==> config.mk <==
export PLATFORM = sky130hd
export DESIGN_NAME = longest_increasing_subsequence_core
export DESIGN_NICKNAME = d
export VERILOG_FILES = /design/src/hdl/lis_pkg.sv /design/src/hdl/lis_ram.sv /design/src/hdl/longest_increasing_subsequence_core.sv
export SDC_FILE = /design/constraint.sdc
export NUM_CORES = 2
export LEC_CHECK = 0
export BUFFER_PORTS_ARGS = -buffer_cell sky130_fd_sc_hd__clkbuf_2
export CELL_PAD_IN_SITES_DETAIL_PLACEMENT = 2
export CELL_PAD_IN_SITES_GLOBAL_PLACEMENT = 2
export CORE_ASPECT_RATIO = 0.7
export CORE_UTILIZATION = 52
export DETAILED_ROUTE_END_ITERATION = 10
export GPL_TIMING_DRIVEN = 0
export PLACE_DENSITY = 0.92
export SETUP_SLACK_MARGIN = 0.5
export SYNTH_ARGS = -nofsm -noshare
export SYNTH_HDL_FRONTEND = slang
export SYNTH_MEMORY_MAX_BITS = 65536
export SYNTH_SLANG_ARGS = --single-unit
==> constraint.sdc <==
create_clock -name clk -period 6.7 [get_ports clk]
set_clock_uncertainty 0.05 [all_clocks]
set_input_delay 0.67 -clock clk [delete_from_list [all_inputs] [get_ports clk]]
set_output_delay 0.67 -clock clk [all_outputs]
set_load 0.03 [all_outputs]
==> src/hdl/lis_pkg.sv <==
// ----------------------------------------------------------------------------
// lis_pkg
// Shared types and fixed field widths for the longest increasing subsequence
// core.
// ----------------------------------------------------------------------------
package lis_pkg;

	localparam int OUT_VALUE_W  = 32;
	localparam int OUT_LENGTH_W = 7;

	// Sequencer states, one-hot.
	typedef enum logic [6:0] {
		S_IDLE      = 7'b0000001,
		S_SCAN      = 7'b0000010,
		S_WRITE     = 7'b0000100,
		S_TRACE_RD  = 7'b0001000,
		S_TRACE_WB  = 7'b0010000,
		S_EMIT_RD   = 7'b0100000,
		S_EMIT_SHOW = 7'b1000000
	} lis_state_t;

endpackage

==> src/hdl/lis_ram.sv <==
// ----------------------------------------------------------------------------
// lis_ram
// Generic simple dual-port RAM: one write port, one read port with the read
// data registered behind a read enable.
// ----------------------------------------------------------------------------
module lis_ram #(
	parameter int WIDTH = 32,
	parameter int DEPTH = 64
) (
	input  logic                     clk,
	input  logic                     we,
	input  logic [$clog2(DEPTH)-1:0] waddr,
	input  logic [WIDTH-1:0]         wdata,
	input  logic                     re,
	input  logic [$clog2(DEPTH)-1:0] raddr,
	output logic [WIDTH-1:0]         rdata
);

	logic [WIDTH-1:0] mem [DEPTH];

	always_ff @(posedge clk) begin
		if (we) begin
			mem[waddr] <= wdata;
		end
		if (re) begin
			rdata <= mem[raddr];
		end
	end

endmodule

==> src/hdl/longest_increasing_subsequence_core.sv <==
// ----------------------------------------------------------------------------
// longest_increasing_subsequence_core
// Quadratic dynamic-programming longest strictly increasing subsequence over
// a stream of signed values, with backtracking and in-order output.
//
//  Channel | Direction | Handshake          | Payload
//  --------+-----------+--------------------+----------------------------------
//  in      | into core | in_valid/in_stall  | in_value, in_last
//  out     | from core | out_valid/out_stall| out_value, out_length, out_last,
//          |           |                    | out_truncated
//
// An accepted item scans the memories one stored entry per cycle and is then
// written. An item that finds the store full is dropped without stalling. A
// last item then backtracks one link per memory read (S_TRACE_RD, S_TRACE_WB)
// and emits each result through S_EMIT_RD and S_EMIT_SHOW, which waits on any
// output stall.
// Reset clears only the counters and flags; the memories need no clearing.
// The input is stalled from acceptance of an item until its work is done and,
// for a last item, until its final result has been transferred.
// ----------------------------------------------------------------------------
module longest_increasing_subsequence_core #(
	parameter int MAX_ITEMS  = 64,
	parameter int VALUE_BITS = 32
) (
	input  logic                               clk,
	input  logic                               arst_n,
	input  logic                               in_valid,
	output logic                               in_stall,
	input  logic [lis_pkg::OUT_VALUE_W-1:0]    in_value,
	input  logic                               in_last,
	output logic                               out_valid,
	input  logic                               out_stall,
	output logic [lis_pkg::OUT_VALUE_W-1:0]    out_value,
	output logic [lis_pkg::OUT_LENGTH_W-1:0]   out_length,
	output logic                               out_last,
	output logic                               out_truncated
);

	import lis_pkg::*;

	localparam int AW = $clog2(MAX_ITEMS);
	localparam int CW = $clog2(MAX_ITEMS + 1);
	localparam int MW = CW + AW;

	lis_state_t              state_q;
	logic [CW-1:0]           count_q;
	logic                    dropped_q;
	logic [CW-1:0]           longest_q;
	logic [AW-1:0]           end_q;
	logic [VALUE_BITS-1:0]   raw_q;
	logic                    last_q;
	logic [CW-1:0]           j_q;
	logic                    pend_s1;
	logic [AW-1:0]           idx_s1;
	logic [CW-1:0]           best_q;
	logic [AW-1:0]           link_q;
	logic [AW-1:0]           k_q;
	logic [AW-1:0]           pos_q;
	logic [AW-1:0]           e_q;
	logic                    out_valid_q;

	logic                    in_xfer;
	logic                    out_xfer;
	logic [VALUE_BITS+31:0]  in_wide;
	logic [VALUE_BITS-1:0]   in_raw;
	logic [AW-1:0]           rd_addr;
	logic                    st_we;
	logic [VALUE_BITS-1:0]   val_rdata;
	logic [MW-1:0]           meta_rdata;
	logic [MW-1:0]           meta_wdata;
	logic [CW-1:0]           len_rdata;
	logic [AW-1:0]           pick_rdata;
	logic [CW-1:0]           cand;
	logic                    cand_ok;
	logic                    new_max;
	logic [CW-1:0]           longest_nx;
	logic [AW-1:0]           end_nx;
	logic [CW-1:0]           last_idx;
	logic [VALUE_BITS+31:0]  val_wide;
	logic                    buf_we;
	logic                    buf_re;
	logic [CW+6:0]           len_wide;

	assign in_stall = (state_q != S_IDLE);
	assign in_xfer  = in_valid && !in_stall;
	assign out_xfer = out_valid_q && !out_stall;

	// Inputs narrower than VALUE_BITS are zero-extended, wider ones cut.
	assign in_wide = {{VALUE_BITS{1'b0}}, in_value};
	assign in_raw  = in_wide[VALUE_BITS-1:0];

	assign rd_addr    = (state_q == S_SCAN) ? j_q[AW-1:0] : pos_q;
	assign st_we      = (state_q == S_WRITE);
	assign meta_wdata = {best_q, link_q};
	assign len_rdata  = meta_rdata[MW-1:AW];
	assign pick_rdata = meta_rdata[AW-1:0];

	assign cand    = len_rdata + CW'(1);
	assign cand_ok = ($signed(val_rdata) < $signed(raw_q)) && (cand >= best_q);

	// Strictly greater keeps the first position of the greatest length.
	assign new_max    = (best_q > longest_q);
	assign longest_nx = new_max ? best_q : longest_q;
	assign end_nx     = new_max ? count_q[AW-1:0] : end_q;
	assign last_idx   = longest_q - CW'(1);

	assign val_wide = {32'b0, val_rdata};
	assign buf_we   = (state_q == S_TRACE_WB);
	assign buf_re   = (state_q == S_EMIT_RD);

	lis_ram #(.WIDTH(VALUE_BITS), .DEPTH(MAX_ITEMS)) u_value_ram (
		.clk   (clk),
		.we    (st_we),
		.waddr (count_q[AW-1:0]),
		.wdata (raw_q),
		.re    (1'b1),
		.raddr (rd_addr),
		.rdata (val_rdata)
	);

	lis_ram #(.WIDTH(MW), .DEPTH(MAX_ITEMS)) u_meta_ram (
		.clk   (clk),
		.we    (st_we),
		.waddr (count_q[AW-1:0]),
		.wdata (meta_wdata),
		.re    (1'b1),
		.raddr (rd_addr),
		.rdata (meta_rdata)
	);

	// The backtrack runs from the end, so results are staged here and read
	// back in ascending order. The read data is the output value register.
	lis_ram #(.WIDTH(OUT_VALUE_W), .DEPTH(MAX_ITEMS)) u_result_ram (
		.clk   (clk),
		.we    (buf_we),
		.waddr (k_q),
		.wdata (val_wide[OUT_VALUE_W-1:0]),
		.re    (buf_re),
		.raddr (e_q),
		.rdata (out_value)
	);

	always_ff @(posedge clk or negedge arst_n) begin
		if (!arst_n) begin
			state_q     <= S_IDLE;
			count_q     <= '0;
			dropped_q   <= 1'b0;
			longest_q   <= '0;
			end_q       <= '0;
			last_q      <= 1'b0;
			j_q         <= '0;
			pend_s1     <= 1'b0;
			k_q         <= '0;
			pos_q       <= '0;
			e_q         <= '0;
			out_valid_q <= 1'b0;
		end else begin
			case (state_q)
				S_IDLE: begin
					if (in_xfer) begin
						last_q <= in_last;
						if (count_q < CW'(MAX_ITEMS)) begin
							state_q <= S_SCAN;
							j_q     <= '0;
							pend_s1 <= 1'b0;
						end else begin
							dropped_q <= 1'b1;
							if (in_last) begin
								state_q <= S_TRACE_RD;
								k_q     <= last_idx[AW-1:0];
								pos_q   <= end_q;
							end
						end
					end
				end
				S_SCAN: begin
					if (j_q < count_q) begin
						j_q     <= j_q + CW'(1);
						pend_s1 <= 1'b1;
					end else begin
						pend_s1 <= 1'b0;
						if (!pend_s1) begin
							state_q <= S_WRITE;
						end
					end
				end
				S_WRITE: begin
					count_q   <= count_q + CW'(1);
					longest_q <= longest_nx;
					end_q     <= end_nx;
					if (last_q) begin
						state_q <= S_TRACE_RD;
						k_q     <= AW'(longest_nx - CW'(1));
						pos_q   <= end_nx;
					end else begin
						state_q <= S_IDLE;
					end
				end
				S_TRACE_RD: begin
					state_q <= S_TRACE_WB;
				end
				S_TRACE_WB: begin
					pos_q <= pick_rdata;
					if (k_q == '0) begin
						state_q <= S_EMIT_RD;
						e_q     <= '0;
					end else begin
						k_q     <= k_q - AW'(1);
						state_q <= S_TRACE_RD;
					end
				end
				S_EMIT_RD: begin
					out_valid_q <= 1'b1;
					state_q     <= S_EMIT_SHOW;
				end
				S_EMIT_SHOW: begin
					if (out_xfer) begin
						out_valid_q <= 1'b0;
						if (out_last) begin
							state_q   <= S_IDLE;
							count_q   <= '0;
							dropped_q <= 1'b0;
							longest_q <= '0;
							end_q     <= '0;
						end else begin
							e_q     <= e_q + AW'(1);
							state_q <= S_EMIT_RD;
						end
					end
				end
				default: begin
					state_q <= S_IDLE;
				end
			endcase
		end
	end

	// Scan datapath: best length and latest qualifying link for the new item.
	always_ff @(posedge clk) begin
		if (in_xfer) begin
			raw_q  <= in_raw;
			best_q <= CW'(1);
			link_q <= '0;
		end else if (state_q == S_SCAN) begin
			idx_s1 <= j_q[AW-1:0];
			if (pend_s1 && cand_ok) begin
				best_q <= cand;
				link_q <= idx_s1;
			end
		end
	end

	assign len_wide      = {7'b0, longest_q};
	assign out_valid     = out_valid_q;
	assign out_length    = len_wide[OUT_LENGTH_W-1:0];
	assign out_last      = (e_q == last_idx[AW-1:0]);
	assign out_truncated = dropped_q;

	a_count_range: assert property (@(posedge clk) disable iff (!arst_n)
		count_q <= CW'(MAX_ITEMS))
		else $error("stored item count exceeds capacity");

	a_longest_bound: assert property (@(posedge clk) disable iff (!arst_n)
		longest_q <= count_q)
		else $error("longest length exceeds stored item count");

	a_best_bound: assert property (@(posedge clk) disable iff (!arst_n)
		(state_q == S_WRITE) |-> (best_q <= count_q + CW'(1)) && (best_q != '0))
		else $error("computed length out of range");

	a_valid_state: assert property (@(posedge clk) disable iff (!arst_n)
		out_valid_q |-> (state_q == S_EMIT_SHOW))
		else $error("result shown outside emission");

	a_clear_after_last: assert property (@(posedge clk) disable iff (!arst_n)
		(out_xfer && out_last) |=> (count_q == '0) && !dropped_q && (state_q == S_IDLE))
		else $error("sequence state not cleared after final transfer");

endmodule
==> impl_metrics.json, run 1 <==
{
  "syn-num-nets": 11495,
  "start_util_pct": 52.3,
  "ys_ff_latch": 5112,
  "port_buffers": 79,
  "postSynthAreaPerCell_um2": 17.2,
  "synthCells": 11401,
  "postSynth.asyncResetShare_pct": 1.10,
  "dpl.hpwl_um": 801000,
  "tool.error": "[ERROR DPL-0033] detailed placement checks failed during check placement.",
  "yosysWarnings": 0,
  "synth_xor_area_share_pct": 0.101,
  "num_io_pins": 80,
  "synth.distinct_cells": 75,
  "synthAdderAreaFrac_pct": 0.363,
  "synth_top_family_by_area": "multiplexers",
  "status": "did not finish",
  "synth-compound-area-share_pct": 4.66,
  "flow.stopped_at": "detailed placement",
  "gp_congestion": 1.05,
  "synth_edf_count": 4998,
  "synth.area.mux_share_pct": 9.24,
  "die_w_um": 737,
  "row_count": 188,
  "die_y_um": 517,
  "synth-simple-area-share_pct": 6.49,
  "syn_area_um2": 197000,
  "synth_ff_type": "edfxtp_1",
  "yosysSeqAreaShare_pct": 77.6
}
[cell families after synthesis]
family	count (synthesis)
buffers and inverters	741
flip-flops	5112
XOR/XNOR	21
adder cells (fa/ha/maj)	57
AND/OR/NAND/NOR	3061
multiplexers	974
AO/OA/AOI/OAI	1435
[cell usage after synthesis, drive strengths merged (6+ instances only)]
cell type,instances,share of area (%)
nand4,56,0.18
nand2,2341,4.5
a31oi,259,0.83
mux4,672,7.7
or3,6,0.019
and4,47,0.21
nor3,25,0.069
or4,19,0.073
mux2i,299,1.5
dfrtp,55,0.70
xnor2,16,0.071
nor2,179,0.34
nor4,139,0.44
inv,74,0.14
a211oi,7,0.027
a22o,16,0.071
a21o,10,0.038
clkbuf,391,0.75
a2bb2oi,74,0.33
o21ai,72,0.19
and3,8,0.025
a221oi,8,0.036
a32o,74,0.38
edfxtp,4998,76
o211ai,7,0.027
o21a,31,0.12
nand2b,7,0.022
dfxtp,58,0.59
nand3,203,0.52
ha,57,0.36
a21oi,649,1.7
o22a,19,0.085
a32oi,124,0.55
o22ai,57,0.18
buf,276,0.65
nor2b,11,0.035
[per-stage QoR]
stage	setup TNS, ns	hold slack (ns)	std cells	setup slack, ns	cell area [um2]
global placement	-250.63	0.428	16515	-0.781	203000
floorplan	0	0.324	11401	2.69	197000
==> run 2: changes to the inputs <==
CELL_PAD_IN_SITES_DETAIL_PLACEMENT = default   (was 2)
CELL_PAD_IN_SITES_GLOBAL_PLACEMENT = default   (was 2)
CORE_ASPECT_RATIO = default   (was 0.7)
CORE_UTILIZATION = 40   (was 52)
PLACE_DENSITY = default   (was 0.92)
PLACE_DENSITY_LB_ADDON = 0.15   (was default)
SETUP_SLACK_MARGIN = default   (was 0.5)
==> run 2 against run 1 <==
Net effect:
- the flow now finishes, with violations (max-capacitance violations, max-slew violations)
- synthesized cell count did not move
- synthesized area did not move
==> impl_metrics.json, run 2 <==
{
  "reg2reg_slack_ns": 0.02,
  "yosys-top-cells-count": "edfxtp_1, nand2_1, mux4_2, a21oi_1, clkbuf_1",
  "routed_wl_um": 660000,
  "clkSlewWorstSetupHoldPaths_ns": 0.06,
  "fill_cells": 41161,
  "grt_usage_pct": 26.2,
  "start_util_pct": 40.2,
  "drive_above_1_share_pct": 17.1,
  "relSlewSlack_pct": -2.08,
  "postSynthAreaPerCell_um2": 17.2,
  "syn-num-nets": 11495,
  "maxCapViolations": 7,
  "yosysWarnings": 0,
  "vias": 113308,
  "yosysTopAreaCell": "edfxtp_1",
  "drc": 0,
  "layout_commonest_cell": "edfxtp_1",
  "port_buffers": 79,
  "grt_pass1_vias": 109484,
  "finalSetupViolations": 0,
  "hold_path_depth": 2,
  "ant_nets": 0,
  "clkSinkCount": 5112,
  "synth_edf_count": 4998,
  "tns_ns": 0,
  "layout_common_cells": "edfxtp_1, nand2_1, mux4_2",
  "grt_overflow_total": 0,
  "power.leakage_nw": 74.2,
  "criticalPathCategory": "reg2reg",
  "p_per_area_nw_per_um2": 390,
  "synth_ff_type": "edfxtp_1",
  "worst_ep_required_time_ns": 7.40,
  "status": "finished with violations",
  "grt_pass1_wl_um": 894000,
  "vdd_drop_max_mv": 0.365,
  "finalNetCount": 12472,
  "synth.distinct_cells": 75,
  "grt_max_degree": 70,
  "finalCriticalPeriod_ns": 6.68,
  "gp_congestion": 0.910,
  "antenna_found_initial": 57,
  "r2r_end": "u_meta_ram.rdata[8]$_DFF_P_",
  "yosysTopAreaCellShare_pct": 76.3,
  "start_kind": "flop",
  "dpl.hpwl_um": 458000,
  "ys_ff_latch": 5112,
  "hp-class": "in2reg",
  "max_freq_mhz": 150,
  "synthCells": 11401,
  "core_um2": 490000,
  "syn_area_um2": 197000,
  "tightestPinTransition_ns": 1.53,
  "die_y_um": 703,
  "clk-insertion-delay-late_ns": 1.07,
  "die-area_um2": 494000,
  "path_cells": "nor3_4 > nand3_2 > buf_2 > a41oi_2 > clkbuf_1 > a21oi_1 > nor4_1 > a2bb2oi_1 > nand4_1",
  "yosysSeqAreaShare_pct": 77.6,
  "worstPathMaxFanout": 10,
  "reg_top3": "u_result_ram.mem: 2048 flops, u_value_ram.mem: 2048 flops, u_meta_ram.mem: 832 flops",
  "endpoint_kind": "flop",
  "die_w_um": 703,
  "whs_endpoint": "raw_q[16]$_DFFE_PP_",
  "rsz0062_at_grt": "false",
  "hold_viol_final": 0,
  "synth_most_common_cell": "edfxtp_1",
  "cts_root_buffer": "clkbuf_16",
  "cts_buffers": 537,
  "cpPeakStageDelay_ns": 1.21,
  "cts_tree": "yes",
  "wire_per_inst_um": 34.2,
  "rr_worst_depth": 9,
  "violations": "max-capacitance violations, max-slew violations",
  "drtPass1Iterations": 6,
  "hold_path.startpoint": "in_value[16]",
  "post_cts_buffers": 0,
  "netlist_top_cells_area": "edfxtp_1, mux4_2, nand2_1, a21oi_1, mux2i_1",
  "pre_cts_ws_ns": 0.477,
  "worstReg2RegStart": "state_q[5]$_DFFE_PN0P_",
  "finalCritPeriodShare_pct": 99.7,
  "row_count": 257,
  "cts_buffer_depth": 4,
  "crit_arrival_ns": 7.38,
  "htree_levels": 6,
  "postSynth.asyncResetShare_pct": 1.10,
  "vias_per_cell": 5.87,
  "area_growth_pct": 17.5,
  "worst_slack_ns": 0.0206,
  "num_io_pins": 80,
  "maxSlewViolCount": 31,
  "worst_path_max_delay_cell": "a41oi_2",
  "drtIter0Drc": 15171
}
## run 2: cell counts after synthesis
No cell type changed its count.
## run 2: logic make-up (layout without fill, tap and decap cells)
kind of cell,Yosys count,count (layout),share of synthesized area (%)
xor gates and xnor gates,21,21,0.101
adders and majority gates,57,57,0.363
DFF,5112,5112,77.6
other,0,28,0
buffers and inverters,741,2134,1.54
AOI/OAI and AO/OA,1435,1435,4.66
muxes,974,974,9.24
and+or+nand+nor,3061,3061,6.49
## run 2: final cells by class
type,count,area (um2),share of cell area [%]
clock inverters,268,2230,0.967
multi-input cells,5548,42000,18.2
inverters,74,278,0.120
diodes,28,70.1,0.0303
repair buffers,438,8330,3.60
clock buffers,687,14400,6.22
flip-flops and latches,5112,153000,66.2
plain buffers,667,2770,1.20
well taps,6475,8100,3.51
## run 2: critical path: cells and delay by family (launching register included)
kind            cells  cell delay [ns]
compound gates      3             2.32
buf+inv             2             1.29
flops               1             0.47
simple gates        4             2.17
## run 2: per-layer routing
layer / share of wire, % / GRT usage (%) / vias to the layer above
met5: 0.0070 / 0 / -
met2: 46 / 41.3 / 5910
met1: 39 / 35.0 / 59429
li1: - / - / 46798
met3: 9.0 / 5.20 / 1163
met4: 5.8 / 12.7 / 8
## run 2: worst max path at each step
stage / start / to / slack [ns] / cells after the start
2_1_floorplan: state_q[1]$_DFFE_PN0P_ / u_result_ram.mem[31][0]$_DFFE_PP_ / 2.69 / 7
3_3_place_gp: state_q[5]$_DFFE_PN0P_ / u_value_ram.mem[44][0]$_DFFE_PP_ / -1.05 / 5
3_5_place_dp: state_q[5]$_DFFE_PN0P_ / u_meta_ram.rdata[0]$_DFF_P_ / 0.48 / 9
4_1_cts: state_q[5]$_DFFE_PN0P_ / u_meta_ram.rdata[0]$_DFF_P_ / 0.45 / 9
5_1_grt: state_q[5]$_DFFE_PN0P_ / u_meta_ram.rdata[10]$_DFF_P_ / 0.22 / 9
6_report: state_q[5]$_DFFE_PN0P_ / u_meta_ram.rdata[8]$_DFF_P_ / 0.02 / 9
## run 2: repair_timing
item                                   in CTS  in global routing
hold buffers                               37                  0
endpoints found under the hold margin      95                  0
gates resized for setup                     0                  0
## run 2: stage by stage
stage / power, mW / hold WS (ns) / utilization [%] / instances / cell area (um2)
after floorplan: 48.7 / 0.324 / - / 11401 / 197000
after global placement: 60.1 / 0.428 / 41.9 / 17955 / 205000
after detailed placement: 61.4 / 0.430 / 43.7 / 18274 / 214000
after CTS: 89.9 / 0.190 / 47.1 / 19266 / 231000
after global routing: 92.0 / 0.249 / 47.2 / 19273 / 231000
final: 90.0 / 0.254 / 47.2 / 19297 / 231000
## run 2: where the power goes
| group | leakage [nW] | internal, mW | switching [mW] |
|---|---|---|---|
| Combinational | 19.5 | 5.23 | 16.2 |
| Clock | 8.12 | 16.3 | 12.4 |
| Sequential | 46.7 | 37.8 | 2.02 |
| Total | 74.2 | 59.4 | 30.7 |
Power figures use the tool's default switching activity.
